### config.mk
export PLATFORM = sky130hd
export DESIGN_NAME = tcw_seq
export DESIGN_NICKNAME = d
export VERILOG_FILES = /design/src/hdl/tcw_pkg.sv /design/src/hdl/tcw_seq.sv
export VERILOG_INCLUDE_DIRS = /design/src /design/src/hdl
export SDC_FILE = /design/constraint.sdc
export NUM_CORES = 1
export LEC_CHECK = 0
export BUFFER_PORTS_ARGS = -buffer_cell sky130_fd_sc_hd__buf_2
export CAP_MARGIN = 10
export CORE_MARGIN = 3
export CORE_UTILIZATION = 40
export CTS_CLUSTER_DIAMETER = 80
export DETAILED_ROUTE_END_ITERATION = 8
export PLACE_DENSITY = 0.67
export SLEW_MARGIN = 30
export SYNTH_ARGS = -nofsm -noshare
export SYNTH_HDL_FRONTEND = slang
export SYNTH_SLANG_ARGS = --single-unit
### constraint.sdc
create_clock -name clk -period 2.7 [get_ports clk]
set_input_delay 0.81 -clock clk [delete_from_list [all_inputs] [get_ports clk]]
set_output_delay 0.81 -clock clk [all_outputs]
set_load 0.01 [all_outputs]
### src/hdl/assert_macros.svh
// assertion macros used by the console writer rtl (tcw_seq)
// expects clk and rst_n (synchronous, active low) in the including scope
`ifndef ASSERT_MACROS_SVH
`define ASSERT_MACROS_SVH

// property checked on every rising clock edge outside reset
`define CHK_ALWAYS(lbl, prop, msg) \
  lbl: assert property (@(posedge clk) disable iff (!rst_n) (prop)) else $error(msg);

// same-cycle implication
`define CHK_IMPLY(lbl, ante, cons, msg) \
  lbl: assert property (@(posedge clk) disable iff (!rst_n) (ante) |-> (cons)) else $error(msg);

// next-cycle implication
`define CHK_NEXT(lbl, ante, cons, msg) \
  lbl: assert property (@(posedge clk) disable iff (!rst_n) (ante) |=> (cons)) else $error(msg);

`endif

### src/hdl/tcw_pkg.sv
// shared types and constants of the text console writer
// no dependencies
package tcw_pkg;

  // item modes
  localparam logic [1:0] MODE_PUT   = 2'd0;
  localparam logic [1:0] MODE_READ  = 2'd1;
  localparam logic [1:0] MODE_CLEAR = 2'd2;

  // special characters
  localparam logic [7:0] CHAR_TAB     = 8'd9;
  localparam logic [7:0] CHAR_NEWLINE = 8'd10;
  localparam logic [7:0] CHAR_SPACE   = 8'd32;

  localparam logic [2:0] TAB_SPACES  = 3'd4;
  localparam logic [7:0] COLOR_RESET = 8'd15;

  typedef enum logic [2:0] {
    ST_INIT,
    ST_IDLE,
    ST_PUT,
    ST_SCROLL,
    ST_CLEAR,
    ST_READ,
    ST_DONE
  } tcw_state_t;

  typedef struct packed {
    logic [4:0]  cursor_row;
    logic [6:0]  cursor_column;
    logic [10:0] cursor_position;
    logic [15:0] cell_data;
  } tcw_result_t;

endpackage

### src/hdl/tcw_seq.sv
// sequencer of the console writer: cursor, item decode and screen sweeps
// depends on tcw_pkg and assert_macros.svh; drives tcw_cell_ram
`include "assert_macros.svh"

module tcw_seq #(
  parameter int COLUMNS = 80,
  parameter int ROWS = 25,
  localparam int AW = $clog2(ROWS * COLUMNS)
) (
  input  logic                clk,
  input  logic                rst_n,
  input  logic                in_valid,
  output logic                in_stall,
  input  logic [1:0]          in_mode,
  input  logic [7:0]          in_char_code,
  input  logic [10:0]         in_cell_index,
  input  logic [7:0]          text_color,
  output logic                res_valid,
  input  logic                res_ready,
  output tcw_pkg::tcw_result_t res,
  output logic                mem_we,
  output logic [AW-1:0]       mem_waddr,
  output logic [15:0]         mem_wdata,
  output logic [AW-1:0]       mem_raddr,
  input  logic [15:0]         mem_rdata
);

  localparam int CELL_COUNT = ROWS * COLUMNS;
  localparam int RW = $clog2(ROWS);
  localparam int CW = $clog2(COLUMNS);
  localparam int KW = $clog2(CELL_COUNT + 1);
  localparam int SW = KW + 1;
  localparam int IW = (KW > 11) ? KW : 11;
  localparam logic [AW-1:0] LAST_ROW_BASE = AW'((ROWS - 1) * COLUMNS);

  tcw_pkg::tcw_state_t state_r, state_nxt;

  logic [7:0]    char_r, char_nxt;
  logic          nl_r, nl_nxt;
  logic [2:0]    cnt_r, cnt_nxt;
  logic          more_r, more_nxt;
  logic [RW-1:0] row_r, row_nxt;
  logic [CW-1:0] col_r, col_nxt;
  logic [AW-1:0] addr_r, addr_nxt;
  logic [KW-1:0] k_r, k_nxt;
  logic          sc_pend_r, sc_pend_nxt;
  logic [AW-1:0] sc_waddr_r, sc_waddr_nxt;
  logic          sc_mem_r, sc_mem_nxt;
  logic [15:0]   res_data_r, res_data_nxt;

  logic          accept;
  logic          cell_ok;
  logic          col_end;
  logic          row_end;
  logic          put_wrap;
  logic          put_done;
  logic          k_last;
  logic          k_end;
  logic [SW-1:0] sc_rd;
  logic          sc_rd_ok;
  logic [15:0]   blank;
  logic [31:0]   row_w;
  logic [31:0]   col_w;
  logic [31:0]   addr_w;

  assign accept   = in_valid && (state_r == tcw_pkg::ST_IDLE);
  assign in_stall = (state_r != tcw_pkg::ST_IDLE);
  assign cell_ok  = IW'(in_cell_index) < IW'(CELL_COUNT);
  assign col_end  = (col_r == CW'(COLUMNS - 1));
  assign row_end  = (row_r == RW'(ROWS - 1));
  assign put_wrap = col_end && row_end;
  // newline stops when the column comes back to zero
  assign put_done = nl_r ? col_end : (cnt_r == 3'd1);
  assign k_last   = (k_r == KW'(CELL_COUNT - 1));
  assign k_end    = (k_r == KW'(CELL_COUNT));
  assign sc_rd    = SW'(k_r) + SW'(COLUMNS);
  assign sc_rd_ok = sc_rd < SW'(CELL_COUNT);
  assign blank    = {text_color, tcw_pkg::CHAR_SPACE};

  always_ff @(posedge clk) begin
    if (!rst_n) begin
      state_r   <= tcw_pkg::ST_INIT;
      row_r     <= '0;
      col_r     <= '0;
      addr_r    <= '0;
      k_r       <= '0;
      sc_pend_r <= 1'b0;
      more_r    <= 1'b0;
      cnt_r     <= '0;
      nl_r      <= 1'b0;
    end else begin
      state_r   <= state_nxt;
      row_r     <= row_nxt;
      col_r     <= col_nxt;
      addr_r    <= addr_nxt;
      k_r       <= k_nxt;
      sc_pend_r <= sc_pend_nxt;
      more_r    <= more_nxt;
      cnt_r     <= cnt_nxt;
      nl_r      <= nl_nxt;
    end
  end

  always_ff @(posedge clk) begin
    char_r     <= char_nxt;
    sc_waddr_r <= sc_waddr_nxt;
    sc_mem_r   <= sc_mem_nxt;
    res_data_r <= res_data_nxt;
  end

  // next state
  always_comb begin
    state_nxt = state_r;
    case (state_r)
      tcw_pkg::ST_INIT: begin
        if (k_last) state_nxt = tcw_pkg::ST_IDLE;
      end
      tcw_pkg::ST_IDLE: begin
        if (accept) begin
          case (in_mode)
            tcw_pkg::MODE_PUT:   state_nxt = tcw_pkg::ST_PUT;
            tcw_pkg::MODE_READ:  state_nxt = cell_ok ? tcw_pkg::ST_READ : tcw_pkg::ST_DONE;
            tcw_pkg::MODE_CLEAR: state_nxt = tcw_pkg::ST_CLEAR;
            default:             state_nxt = tcw_pkg::ST_DONE;
          endcase
        end
      end
      tcw_pkg::ST_PUT: begin
        if (put_wrap) state_nxt = tcw_pkg::ST_SCROLL;
        else if (put_done) state_nxt = tcw_pkg::ST_DONE;
      end
      tcw_pkg::ST_SCROLL: begin
        if (k_end) state_nxt = more_r ? tcw_pkg::ST_PUT : tcw_pkg::ST_DONE;
      end
      tcw_pkg::ST_CLEAR: begin
        if (k_last) state_nxt = tcw_pkg::ST_DONE;
      end
      tcw_pkg::ST_READ: begin
        state_nxt = tcw_pkg::ST_DONE;
      end
      tcw_pkg::ST_DONE: begin
        if (res_ready) state_nxt = tcw_pkg::ST_IDLE;
      end
      default: state_nxt = tcw_pkg::ST_IDLE;
    endcase
  end

  // datapath and memory control
  always_comb begin
    char_nxt     = char_r;
    nl_nxt       = nl_r;
    cnt_nxt      = cnt_r;
    more_nxt     = more_r;
    row_nxt      = row_r;
    col_nxt      = col_r;
    addr_nxt     = addr_r;
    k_nxt        = k_r;
    sc_pend_nxt  = sc_pend_r;
    sc_waddr_nxt = sc_waddr_r;
    sc_mem_nxt   = sc_mem_r;
    res_data_nxt = res_data_r;
    mem_we       = 1'b0;
    mem_waddr    = addr_r;
    mem_wdata    = 16'd0;
    mem_raddr    = cell_ok ? AW'(in_cell_index) : '0;
    res_valid    = 1'b0;
    case (state_r)
      tcw_pkg::ST_INIT: begin
        // clearing pass after reset
        mem_we    = 1'b1;
        mem_waddr = k_r[AW-1:0];
        mem_wdata = 16'd0;
        k_nxt     = k_last ? '0 : k_r + KW'(1);
      end
      tcw_pkg::ST_IDLE: begin
        if (accept) begin
          res_data_nxt = 16'd0;
          k_nxt        = '0;
          sc_pend_nxt  = 1'b0;
          nl_nxt       = (in_char_code == tcw_pkg::CHAR_NEWLINE);
          cnt_nxt      = (in_char_code == tcw_pkg::CHAR_TAB) ? tcw_pkg::TAB_SPACES : 3'd1;
          if (in_char_code == tcw_pkg::CHAR_NEWLINE || in_char_code == tcw_pkg::CHAR_TAB) begin
            char_nxt = tcw_pkg::CHAR_SPACE;
          end else begin
            char_nxt = in_char_code;
          end
        end
      end
      tcw_pkg::ST_PUT: begin
        mem_we    = 1'b1;
        mem_waddr = addr_r;
        mem_wdata = {text_color, char_r};
        cnt_nxt   = cnt_r - 3'd1;
        if (put_wrap) begin
          // cursor lands on the start of the bottom row after the scroll
          col_nxt     = '0;
          addr_nxt    = LAST_ROW_BASE;
          more_nxt    = !put_done;
          k_nxt       = '0;
          sc_pend_nxt = 1'b0;
        end else if (col_end) begin
          col_nxt  = '0;
          row_nxt  = row_r + RW'(1);
          addr_nxt = addr_r + AW'(1);
        end else begin
          col_nxt  = col_r + CW'(1);
          addr_nxt = addr_r + AW'(1);
        end
      end
      tcw_pkg::ST_SCROLL: begin
        // read one row ahead, write the cell behind in the next cycle
        mem_raddr    = sc_rd_ok ? sc_rd[AW-1:0] : '0;
        sc_pend_nxt  = !k_end;
        sc_waddr_nxt = k_r[AW-1:0];
        sc_mem_nxt   = sc_rd_ok;
        mem_we       = sc_pend_r;
        mem_waddr    = sc_waddr_r;
        mem_wdata    = sc_mem_r ? {text_color, mem_rdata[7:0]} : blank;
        k_nxt        = k_end ? '0 : k_r + KW'(1);
      end
      tcw_pkg::ST_CLEAR: begin
        mem_we    = 1'b1;
        mem_waddr = k_r[AW-1:0];
        mem_wdata = blank;
        k_nxt     = k_last ? '0 : k_r + KW'(1);
        if (k_last) begin
          row_nxt  = '0;
          col_nxt  = '0;
          addr_nxt = '0;
        end
      end
      tcw_pkg::ST_READ: begin
        res_data_nxt = mem_rdata;
      end
      tcw_pkg::ST_DONE: begin
        res_valid = 1'b1;
      end
      default: begin
        res_valid = 1'b0;
      end
    endcase
  end

  assign row_w  = 32'(row_r);
  assign col_w  = 32'(col_r);
  assign addr_w = 32'(addr_r);

  always_comb begin
    res.cursor_row      = row_w[4:0];
    res.cursor_column   = col_w[6:0];
    res.cursor_position = addr_w[10:0];
    res.cell_data       = res_data_r;
  end

  `CHK_IMPLY(a_addr_track, state_r == tcw_pkg::ST_IDLE, int'(addr_r) == int'(row_r) * COLUMNS + int'(col_r), "linear cursor out of step with row and column")
  `CHK_IMPLY(a_wr_range, mem_we, int'(mem_waddr) < CELL_COUNT, "screen write beyond the store")
  `CHK_IMPLY(a_scroll_exit, state_r == tcw_pkg::ST_SCROLL && state_nxt != tcw_pkg::ST_SCROLL, col_r == '0 && row_end, "scroll left the cursor off the bottom row start")
  `CHK_NEXT(a_done_hold, state_r == tcw_pkg::ST_DONE && !res_ready, state_r == tcw_pkg::ST_DONE, "result dropped while output slot full")

endmodule
==> impl_metrics.csv, run 1 <==
group,metric,value,unit
floorplan,start_util,41.62,%
critical_path,r2r-end,"state_r[1]$_SDFFE_PN0P_",
hold_path,hold_path_class,"flop to flop",
floorplan,die-height,110.1,um
critical_path,cp_max_fo,3,
clock_tree,h-tree-depth,3,
floorplan,rows,37,
floorplan,fp.coreArea,0.01042,mm^2
sta,worst_pin_slew,0.5671,ns
grt,antenna_found_initial,0,
synth,syn_avg_cell_area,9.264,um^2
drt,drcViolationCount,0,
drt,ant_nets,0,
critical_path,start_kind,"flop",
critical_path,startpoint,"k_r[4]$_SDFFE_PN0P_",
synth,ys.flop_type,"dfxtp_1",
power,leakage,2.349,nW
synth,yosys_warnings,0,
sta,finalMaxSlewViolations,0,
floorplan,dieWidth,110.1,um
clock_tree,worstSkewPairLatency,0.35,ns
critical_path,path_class,"flop to primary output",
outcome,status,"complete, but fails checks",
clock_tree,root_buffer,"clkbuf_8",
synth,synth_common_cells,"nand2_1, dfxtp_1, nor2_1",
critical_path,worstReg2RegStart,"col_r[3]$_SDFFE_PN0P_",
placed_design,place_congestion,0.8878,
sta,hold_viol,0,
synth,synthArstFlopShare,0,%
drt,viasPerCell,5.194,
clock_tree,numCtsBuffers,9,
run,cap_violations,0,
clock_tree,postCtsHoldBufs,0,
floorplan,die_area,0.01212,mm^2
sta,finalCritPeriodShare,107.7,%
clock_tree,tritoncts,"built",
synth,netlist_area,0.004335,mm^2
synth,syn_inst,468,
sta,fin_crit,2.909,ns
final_layout,insertedDiodeCount,0,
placed_design,dpl.hpwl,8772,um
final_layout,final_core_util,52.91,%
clock_tree,cts_buffer_depth,2,
synth,ys_seq_area_share,44.79,%
grt,grt_pass1_wl,18620,um
grt,overflow,0,
sta,slew_headroom,62.05,%
critical_path,worstRegToRegCells,5,
power,total_power,0.002351,W
sta,setup_viol,11,
synth,synth_top_area_share,24.94,%
clock_tree,clkSinkCount,79,
grt,grt_pass1_vias,3722,
sta,fin_ws,-0.2089,ns
drt,routed_wl,11580,um
final_layout,syn_to_final_growth,27.13,%
sta,whs,0.5034,ns
sta,rsz0062_at_grt,"yes",
drt,route.vias.total,3890,
critical_path,critPathCaptureType,"primary output",
synth,synth-edff-count,36,
grt,grt_max_degree,25,
drt,first_pass_iters,5,
power,power_density,426.6,mW/mm^2
synth,synth_area_leaders,"edfxtp_1, dfxtp_1, nand2_1, xor2_1, nor2_1",
outcome,violations,"setup timing",
synth,ys_ff_latch,79,
final_layout,num-fill-cells,960,
clock_tree,cts.reportedPaths.clkPinSlew,0.08,ns
final_layout,layout-drive-gt1-share,32.30,%
synth,yosysMostFrequentCell,"nand2_1",
critical_path,critPathCapture,"mem_raddr[2]",
critical_path,required,1.89,ns
final_layout,nNetsFinal,668,
power,ir_drop,202.1,uV
placed_design,dp_worst_setup_slack,0.01043,ns
drt,dr.first_iter.drc_count,208,
critical_path,r2r_setup_slack,0.47,ns
synth,syn-num-nets,528,
critical_path,cp_data_arrival_time,2.10,ns
synth,yosysTopAreaCell,"edfxtp_1",
grt,grt_usage,19.36,%
sta,fin_skew,0.009992,ns
drt,routedWlPerCell,15.46,um
sta,fmax,343.8,MHz
placed_design,io_buffers,128,
floorplan,ios,129,
synth,yosysUniqueCellTypes,62,
[worst min-delay path by stage]
stage / depth (start not counted) / end / slack [ns] / start
3_3_place_gp: 2 / sc_pend_r$_SDFFE_PN0P_ / 0.49 / sc_pend_r$_SDFFE_PN0P_
4_1_cts: 2 / sc_pend_r$_SDFFE_PN0P_ / 0.51 / sc_pend_r$_SDFFE_PN0P_
2_1_floorplan: 0 / sc_waddr_r[6]$_DFFE_PP_ / 0.40 / k_r[6]$_SDFFE_PN0P_
3_5_place_dp: 2 / more_r$_SDFFE_PN0P_ / 0.49 / more_r$_SDFFE_PN0P_
5_1_grt: 2 / sc_pend_r$_SDFFE_PN0P_ / 0.53 / sc_pend_r$_SDFFE_PN0P_
6_report: 2 / more_r$_SDFFE_PN0P_ / 0.50 / more_r$_SDFFE_PN0P_
[worst max-delay path: stages, from the launching register on]
cell and delay (ns):
dfxtp_2 0.34, ha_4 0.15, or2_4 0.23, maj3_2 0.30, or2_4 0.25, and2_4 0.17, a22o_1 0.17, buf_2 0.13
[sequential cells by signal, indices dropped and copies added (netlist names), 3 cells and up]
name	flops
cnt_r	3
col_r	7
res_data_r	16
sc_waddr_r	11
state_r	3
char_r	8
addr_r	11
row_r	5
k_r	11
[per-layer routing]
metal  global-route usage [%]  share of wire (%)  vias up
li1                         -                  -     1944
met1                    26.17                 44     1820
met2                    31.63                 49      114
met3                    3.786                5.7       12
met4                    5.453                1.1        0
met5                        0                  0        -
[per-stage QoR]
stage | setup TNS [ns] | area (um^2) | std cells
after detailed placement | 0 | 5220 | 730
after global placement | 0 | 5220 | 730
after CTS | -2.507 | 5472 | 748
final | -1.369 | 5512 | 749
after global routing | -2.632 | 5512 | 749
after floorplan | 0 | 4335 | 468
[report_power, final]
group          switching [W]  internal (W)  total (W)
combinational      0.0000633     0.0000565   0.000120
sequential        0.00000649       0.00125    0.00125
clock               0.000452      0.000528   0.000980
[cells in the final DEF, fill, tap and decap left out, types with 12 or more instances in the layout]
| master | n |
|---|---|
| dfxtp_1 | 40 |
| buf_4 | 27 |
| inv_1 | 14 |
| nor2_1 | 41 |
| edfxtp_1 | 36 |
| a21oi_1 | 21 |
| nand2_1 | 53 |
| buf_2 | 128 |
| xor2_1 | 21 |
| and2_1 | 24 |
| nand3_1 | 12 |
| nor2b_1 | 12 |
| o21ai_0 | 27 |
[cells by family after synthesis]
kind of cell,Yosys count,synth area share [%]
XOR/XNOR,29,5.859
adder cells (fa/ha/maj),12,3.405
AND/OR/NAND/NOR,200,25.40
AO/OA/AOI/OAI,105,16.34
flip-flops,79,44.79
buffers and inverters,43,4.213
[final cells by class]
class                   instances  area, um^2  share of cell area [%]
multi-input cells             346        2252                   40.86
flip-flops and latches         79        1946                   35.30
repair buffers                157       865.8                   15.71
well taps                     136       170.2                   3.087
clock buffers                  10       127.6                   2.316
clock inverters                 6       93.84                   1.703
inverters                      15       56.30                   1.022
[what timing repair did]
action / CTS / global route
pin swaps: 4 / 3
setup endpoints to repair: 22 / 37
cloned: 0 / 0
buffers inserted: 2 / 1
resized for setup: 8 / 9
Power figures use the tool's default switching activity.
==> run 2: changes to the inputs <==
--- a/config.mk
+++ b/config.mk
@@ -12,7 +12,6 @@
 export CORE_UTILIZATION = 40
 export CTS_CLUSTER_DIAMETER = 80
 export DETAILED_ROUTE_END_ITERATION = 8
-export PLACE_DENSITY = 0.67
 export SLEW_MARGIN = 30
 export SYNTH_ARGS = -nofsm -noshare
 export SYNTH_HDL_FRONTEND = slang
==> constraint.sdc (replaced) <==
create_clock -name clk -period 3.3 [get_ports clk]
set_input_delay 0.99 -clock clk [delete_from_list [all_inputs] [get_ports clk]]
set_output_delay 0.99 -clock clk [all_outputs]
set_load 0.01 [all_outputs]
==> run 2 against run 1 <==
The flow now finishes without violations. Routed wire length is 1.5% lower. Sequential power is 18% lower. Core utilization is 1.7 points lower. First-iteration DRC count is 0.48% lower. Critical path depth stayed put. Sequential share of layout area is 1.3 points higher. Worst hold slack worse by 0.020 ns. Worst setup slack better by 0.30 ns.
==> impl_metrics.csv, run 2 (synthesized netlist as in run 1, its figures left out) <==
group,metric,value,unit
placed_design,place_congestion,0.8284,
final_layout,mostFrequentLayoutCells,"buf_2, nand2_1, nor2_1, dfxtp_1, edfxtp_1",
final_layout,insertedDiodeCount,0,
final_layout,multi_input_area,0.002233,mm^2
clock_tree,cts_buffer_depth,2,
clock_tree,root_buffer,"clkbuf_8",
critical_path,path_cells,"ha_2 > or2_4 > maj3_1 > or2_4 > and2_4 > a22o_1 > buf_2",
final_layout,regMostFlops,"res_data_r",
power,pwr-share-clk,36.5,%
critical_path,critPathCaptureType,"primary output",
sta,fin_skew,0.01232,ns
final_layout,syn_to_final_growth,22.97,%
clock_tree,h-tree-depth,3,
sta,fin_crit,3.209,ns
critical_path,start_kind,"flop",
sta,slew_headroom,57.33,%
floorplan,fp.coreArea,0.01042,mm^2
sta,finalMaxSlewViolations,0,
power,p_int,0.001335,W
drt,first_pass_iters,4,
final_layout,fin_cells,735,
drt,routedWlPerCell,15.52,um
outcome,status,"finished, final reports clean",
clock_tree,numCtsBuffers,9,
final_layout,largest_register_ffs,16,
clock_tree,tritoncts,"built",
final_layout,num-fill-cells,1014,
drt,ant_nets,0,
final_layout,final_core_util,51.18,%
power,seqPwrFrac,58.2,%
final_layout,register_area,0.001949,mm^2
clock_tree,postCtsHoldBufs,0,
grt,grt_usage,18.54,%
floorplan,start_util,41.62,%
placed_design,io_buffers,128,
drt,dr.first_iter.drc_count,207,
drt,route.vias.total,3887,
drt,drcViolationCount,0,
drt,met2_wirelength,5384,um
critical_path,path_class,"flop to primary output",
run,cap_violations,0,
critical_path,required,2.31,ns
drt,highest_layer,"met4",
clock_tree,worstSkewPairLatency,0.35,ns
drt,met3_wirelength,577,um
critical_path,cp_max_fo,6,
critical_path,slowest_delay,0.37,ns
power,power_switching,0.0004251,W
critical_path,slowest_stage,"dfxtp_4",
power,total_power,0.001760,W
drt,routed_wl,11400,um
power,leakage,2.289,nW
grt,grt_max_degree,25,
grt,grt_pass1_wl,17750,um
sta,rsz0062_at_grt,"no",
power,comb_power_share,5.3,%
power,power_density,330.1,mW/mm^2
power,sw_frac_of_total,24.15,%
sta,worst_pin_slew,0.6377,ns
critical_path,cp_data_arrival_time,2.22,ns
sta,setup_viol,0,
sta,whs,0.4838,ns
final_layout,layout-drive-gt1-share,29.72,%
floorplan,die_area,0.01212,mm^2
drt,wl_met1,5318,um
power,ir_drop,214.5,uV
sta,fmax,311.6,MHz
final_layout,final_common_cell,"buf_2",
critical_path,worstReg2RegStart,"row_r[0]$_SDFFE_PN0P_",
floorplan,rows,37,
floorplan,dieWidth,110.1,um
placed_design,dpl.hpwl,8608,um
critical_path,startpoint,"k_r[5]$_SDFFE_PN0P_",
sta,finalCritPeriodShare,97.24,%
sta,tns,0,ns
sta,hold_viol,0,
critical_path,path_common_cell,"or2_4",
hold_path,min_from,"k_r[5]$_SDFFE_PN0P_",
grt,grt_pass1_vias,3481,
floorplan,die-height,110.1,um
floorplan,ios,129,
clock_tree,clkSinkCount,79,
clock_tree,cts.reportedPaths.clkPinSlew,0.08,ns
grt,antenna_found_initial,0,
drt,viasPerCell,5.288,
grt,overflow,0,
hold_path,hold_path_class,"flop to flop",
final_layout,nNetsFinal,654,
placed_design,place_inst,718,
-- run 2: metal layers --
metal / GRT usage [%] / vias up
li1: - / 1922
met1: 25.79 / 1849
met2: 29.72 / 102
met3: 3.611 / 14
met4: 4.661 / 0
met5: 0 / -
-- run 2: final timing paths --
path | endpoint | slack, ns | cells after the start
setup / recovery | mem_raddr[2] | 0.09 | 7
hold / removal | sc_waddr_r[5]$_DFFE_PP_ | 0.48 | 0
setup reg to reg | k_r[4]$_SDFFE_PN0P_ | 1.02 | 7
hold reg to reg | sc_waddr_r[5]$_DFFE_PP_ | 0.48 | 0
-- run 2: per-stage QoR --
step,setup slack [ns],instance area [um^2]
4_1_cts,0.01946,5321
3_5_place_dp,0.2594,5135
5_1_grt,0.001950,5331
3_3_place_gp,0.3080,5135
2_1_floorplan,0.4833,4335
6_report,0.09110,5331
-- run 2: what timing repair did --
item                       in CTS  in global routing
setup endpoints to repair      11                 11
setup buffers                   1                  0
pin swaps                       0                  0
resized for setup               5                  4
-- run 2: critical path, delay by kind of cell, from the launching register on --
| family | cells | cell delay, ns |
|---|---|---|
| buffers and inverters | 1 | 0.13 |
| adders and majority gates | 2 | 0.55 |
| AOI/OAI and AO/OA | 1 | 0.17 |
| and+or+nand+nor | 3 | 0.66 |
| DFF | 1 | 0.37 |
-- run 2: layout make-up --
class / instances / share of cell area (%)
well taps: 136 / 3.192
clock buffers: 9 / 2.323
repair buffers: 143 / 14.13
inverters: 15 / 1.056
clock inverters: 7 / 0.8449
multi-input cells: 346 / 41.89
flip-flops and latches: 79 / 36.56
-- run 2: power groups by stage --
| stage | Combinational, W | Sequential, W | Clock (W) |
|---|---|---|---|
| floorplan | 0.0000451 | 0.00104 | 0 |
| global placement | 0.0000917 | 0.00105 | 0 |
| detailed placement | 0.0000925 | 0.00105 | 0 |
| CTS | 0.0000933 | 0.00103 | 0.000654 |
| global route | 0.000103 | 0.00103 | 0.000697 |
| finish | 0.0000933 | 0.00102 | 0.000642 |
==> run 3: changes to the inputs <==
--- a/config.mk
+++ b/config.mk
@@ -12,6 +12,8 @@
 export CORE_UTILIZATION = 40
 export CTS_CLUSTER_DIAMETER = 80
 export DETAILED_ROUTE_END_ITERATION = 8
+export GPL_TIMING_DRIVEN = 0
+export RECOVER_POWER = 100
 export SLEW_MARGIN = 30
 export SYNTH_ARGS = -nofsm -noshare
 export SYNTH_HDL_FRONTEND = slang
==> constraint.sdc (replaced) <==
create_clock -name clk -period 3.3 [get_ports clk]
set_input_delay 0.99 -clock clk [delete_from_list [all_inputs] [get_ports clk]]
set_output_delay 0.99 -clock clk [all_outputs]
set_load 0.1 [all_outputs]
==> run 3 against run 2 <==
Non-clock buffer count up 13. Combinational power rose by 110%. Critical endpoint is now mem_raddr[3]. Maximum frequency shrank 1.7%. Clock skew shrank 0.0071 ns. Highest routed layer unchanged. Clock-buffer cell count up 3. Largest power group unchanged.
==> impl_metrics.csv, run 3 (synthesized netlist as in run 1, its figures left out) <==
group,metric,value,unit
sta,fin_crit,3.265,ns
critical_path,startpoint,"k_r[5]$_SDFFE_PN0P_",
clock_tree,worstSkewPairLatency,0.36,ns
grt,overflow,0,
critical_path,path_common_cell,"or2_4",
critical_path,r2r-end,"k_r[6]$_SDFFE_PN0P_",
final_layout,final_common_cell,"buf_2",
grt,grt_max_degree,22,
clock_tree,h-tree-depth,3,
sta,finalMaxSlewViolations,0,
final_layout,regMostFlops,"res_data_r",
final_layout,syn_to_final_growth,30.56,%
clock_tree,cts.reportedPaths.clkPinSlew,0.08,ns
sta,worst_pin_slew,0.6520,ns
hold_path,hold_path_class,"flop to flop",
drt,drcViolationCount,0,
floorplan,die_area,0.01212,mm^2
placed_design,place_congestion,0.8801,
hold_path,min_from,"k_r[3]$_SDFFE_PN0P_",
critical_path,crit_cells,7,
final_layout,largest_register_ffs,16,
drt,met3_wirelength,879,um
floorplan,die-height,110.1,um
placed_design,io_buffers,127,
run,cap_violations,0,
outcome,status,"finished, final reports clean",
sta,setup_viol,0,
drt,wl_met1,5567,um
grt,grt_pass1_wl,18430,um
clock_tree,root_buffer,"clkbuf_8",
critical_path,path_class,"flop to primary output",
critical_path,cpLargestDelayFamily,"simple AND/OR/NAND/NOR gates",
grt,grt_pass1_vias,3574,
critical_path,slowest_stage,"dfxtp_4",
sta,whs,0.4333,ns
final_layout,nNetsFinal,667,
drt,route.vias.total,3963,
final_layout,fin_cells,748,
power,power_density,368.6,mW/mm^2
sta,rsz0062_at_grt,"yes",
critical_path,required,2.31,ns
sta,slew_headroom,56.53,%
clock_tree,numCtsBuffers,9,
sta,fmax,306.3,MHz
critical_path,critPathCaptureType,"primary output",
final_layout,num-fill-cells,964,
floorplan,rows,37,
drt,first_pass_iters,5,
critical_path,worstReg2RegStart,"k_r[9]$_SDFFE_PN0P_",
critical_path,slowest_delay,0.37,ns
drt,met2_wirelength,5408,um
clock_tree,tritoncts,"built",
floorplan,fp.coreArea,0.01042,mm^2
critical_path,worstRegToRegCells,5,
placed_design,dpl.hpwl,9065,um
floorplan,start_util,41.62,%
drt,dr.first_iter.drc_count,256,
power,leakage,2.373,nW
clock_tree,clkSinkCount,79,
drt,viasPerCell,5.298,
sta,fin_ws,0.03476,ns
critical_path,critPathBufInv,1,
sta,hold_viol,0,
critical_path,critPathCapture,"mem_raddr[3]",
drt,routed_wl,12050,um
final_layout,insertedDiodeCount,0,
floorplan,ios,129,
critical_path,r2r_setup_slack,0.99,ns
clock_tree,postCtsHoldBufs,0,
final_layout,mostFrequentLayoutCells,"buf_2, nand2_1, nor2_1, dfxtp_1, edfxtp_1",
placed_design,place_inst,732,
placed_design,dp_worst_setup_slack,-0.3361,ns
final_layout,layout-drive-gt1-share,32.03,%
sta,finalCritPeriodShare,98.95,%
power,total_power,0.002086,W
critical_path,cp_data_arrival_time,2.28,ns
critical_path,path_cells,"ha_4 > or2_4 > maj3_2 > or2_4 > and2_4 > a22o_2 > buf_12",
clock_tree,cts_buffer_depth,2,
grt,grt_usage,19.78,%
critical_path,cp_max_fo,5,
drt,routedWlPerCell,16.10,um
drt,highest_layer,"met4",
critical_path,start_kind,"flop",
drt,ant_nets,0,
power,ir_drop,227.7,uV
floorplan,dieWidth,110.1,um
sta,fin_skew,0.005173,ns
grt,antenna_found_initial,0,
[run 3: cell type report]
type	count	area (um^2)	area share, %
Inverter	15	56.30	0.9947
Buffer	25	135.1	2.387
Clock inverter	4	93.84	1.658
Sequential cell	79	1953	34.50
Tap cell	136	170.2	3.006
Multi-Input combinational cell	346	2303	40.69
Timing Repair Buffer	131	803.3	14.19
Clock buffer	12	145.1	2.564
[run 3: worst min-delay path by stage]
stage / end / slack (ns) / cells after the start
5_1_grt: sc_waddr_r[8]$_DFFE_PP_ / 0.45 / 0
3_5_place_dp: sc_waddr_r[3]$_DFFE_PP_ / 0.42 / 0
6_report: sc_waddr_r[3]$_DFFE_PP_ / 0.43 / 0
2_1_floorplan: sc_waddr_r[6]$_DFFE_PP_ / 0.40 / 0
4_1_cts: sc_waddr_r[3]$_DFFE_PP_ / 0.43 / 0
3_3_place_gp: sc_waddr_r[6]$_DFFE_PP_ / 0.40 / 0
[run 3: power breakdown]
group          internal (W)  switching (W)  leakage, nW
sequential          0.00102     0.00000594        0.703
combinational     0.0000604       0.000131         1.55
clock              0.000522       0.000350        0.118
total               0.00160       0.000487         2.37
[run 3: what timing repair did]
| item | CTS | global route |
|---|---|---|
| setup endpoints to repair | 36 | 36 |
| gates resized for setup | 55 | 29 |
| endpoints found under the hold margin | 0 | 0 |
| buffers inserted | 1 | 2 |
| pin swaps | 0 | 1 |
[run 3: per-stage QoR]
step	util, %	TNS (ns)	area, um^2
6_report	54.34	0	5660
5_1_grt	54.34	-0.05065	5660
4_1_cts	53.44	-0.2435	5567
3_5_place_dp	49.80	-6.322	5187
3_3_place_gp	49.68	-5.622	5175
2_1_floorplan	-	-1.506	4369
[run 3: per-layer routing]
metal / global-route usage (%) / vias to the layer above
met1: 28.11 / 1838
met5: 0 / -
li1: - / 1960
met3: 3.378 / 14
met4: 6.684 / 0
met2: 30.50 / 151
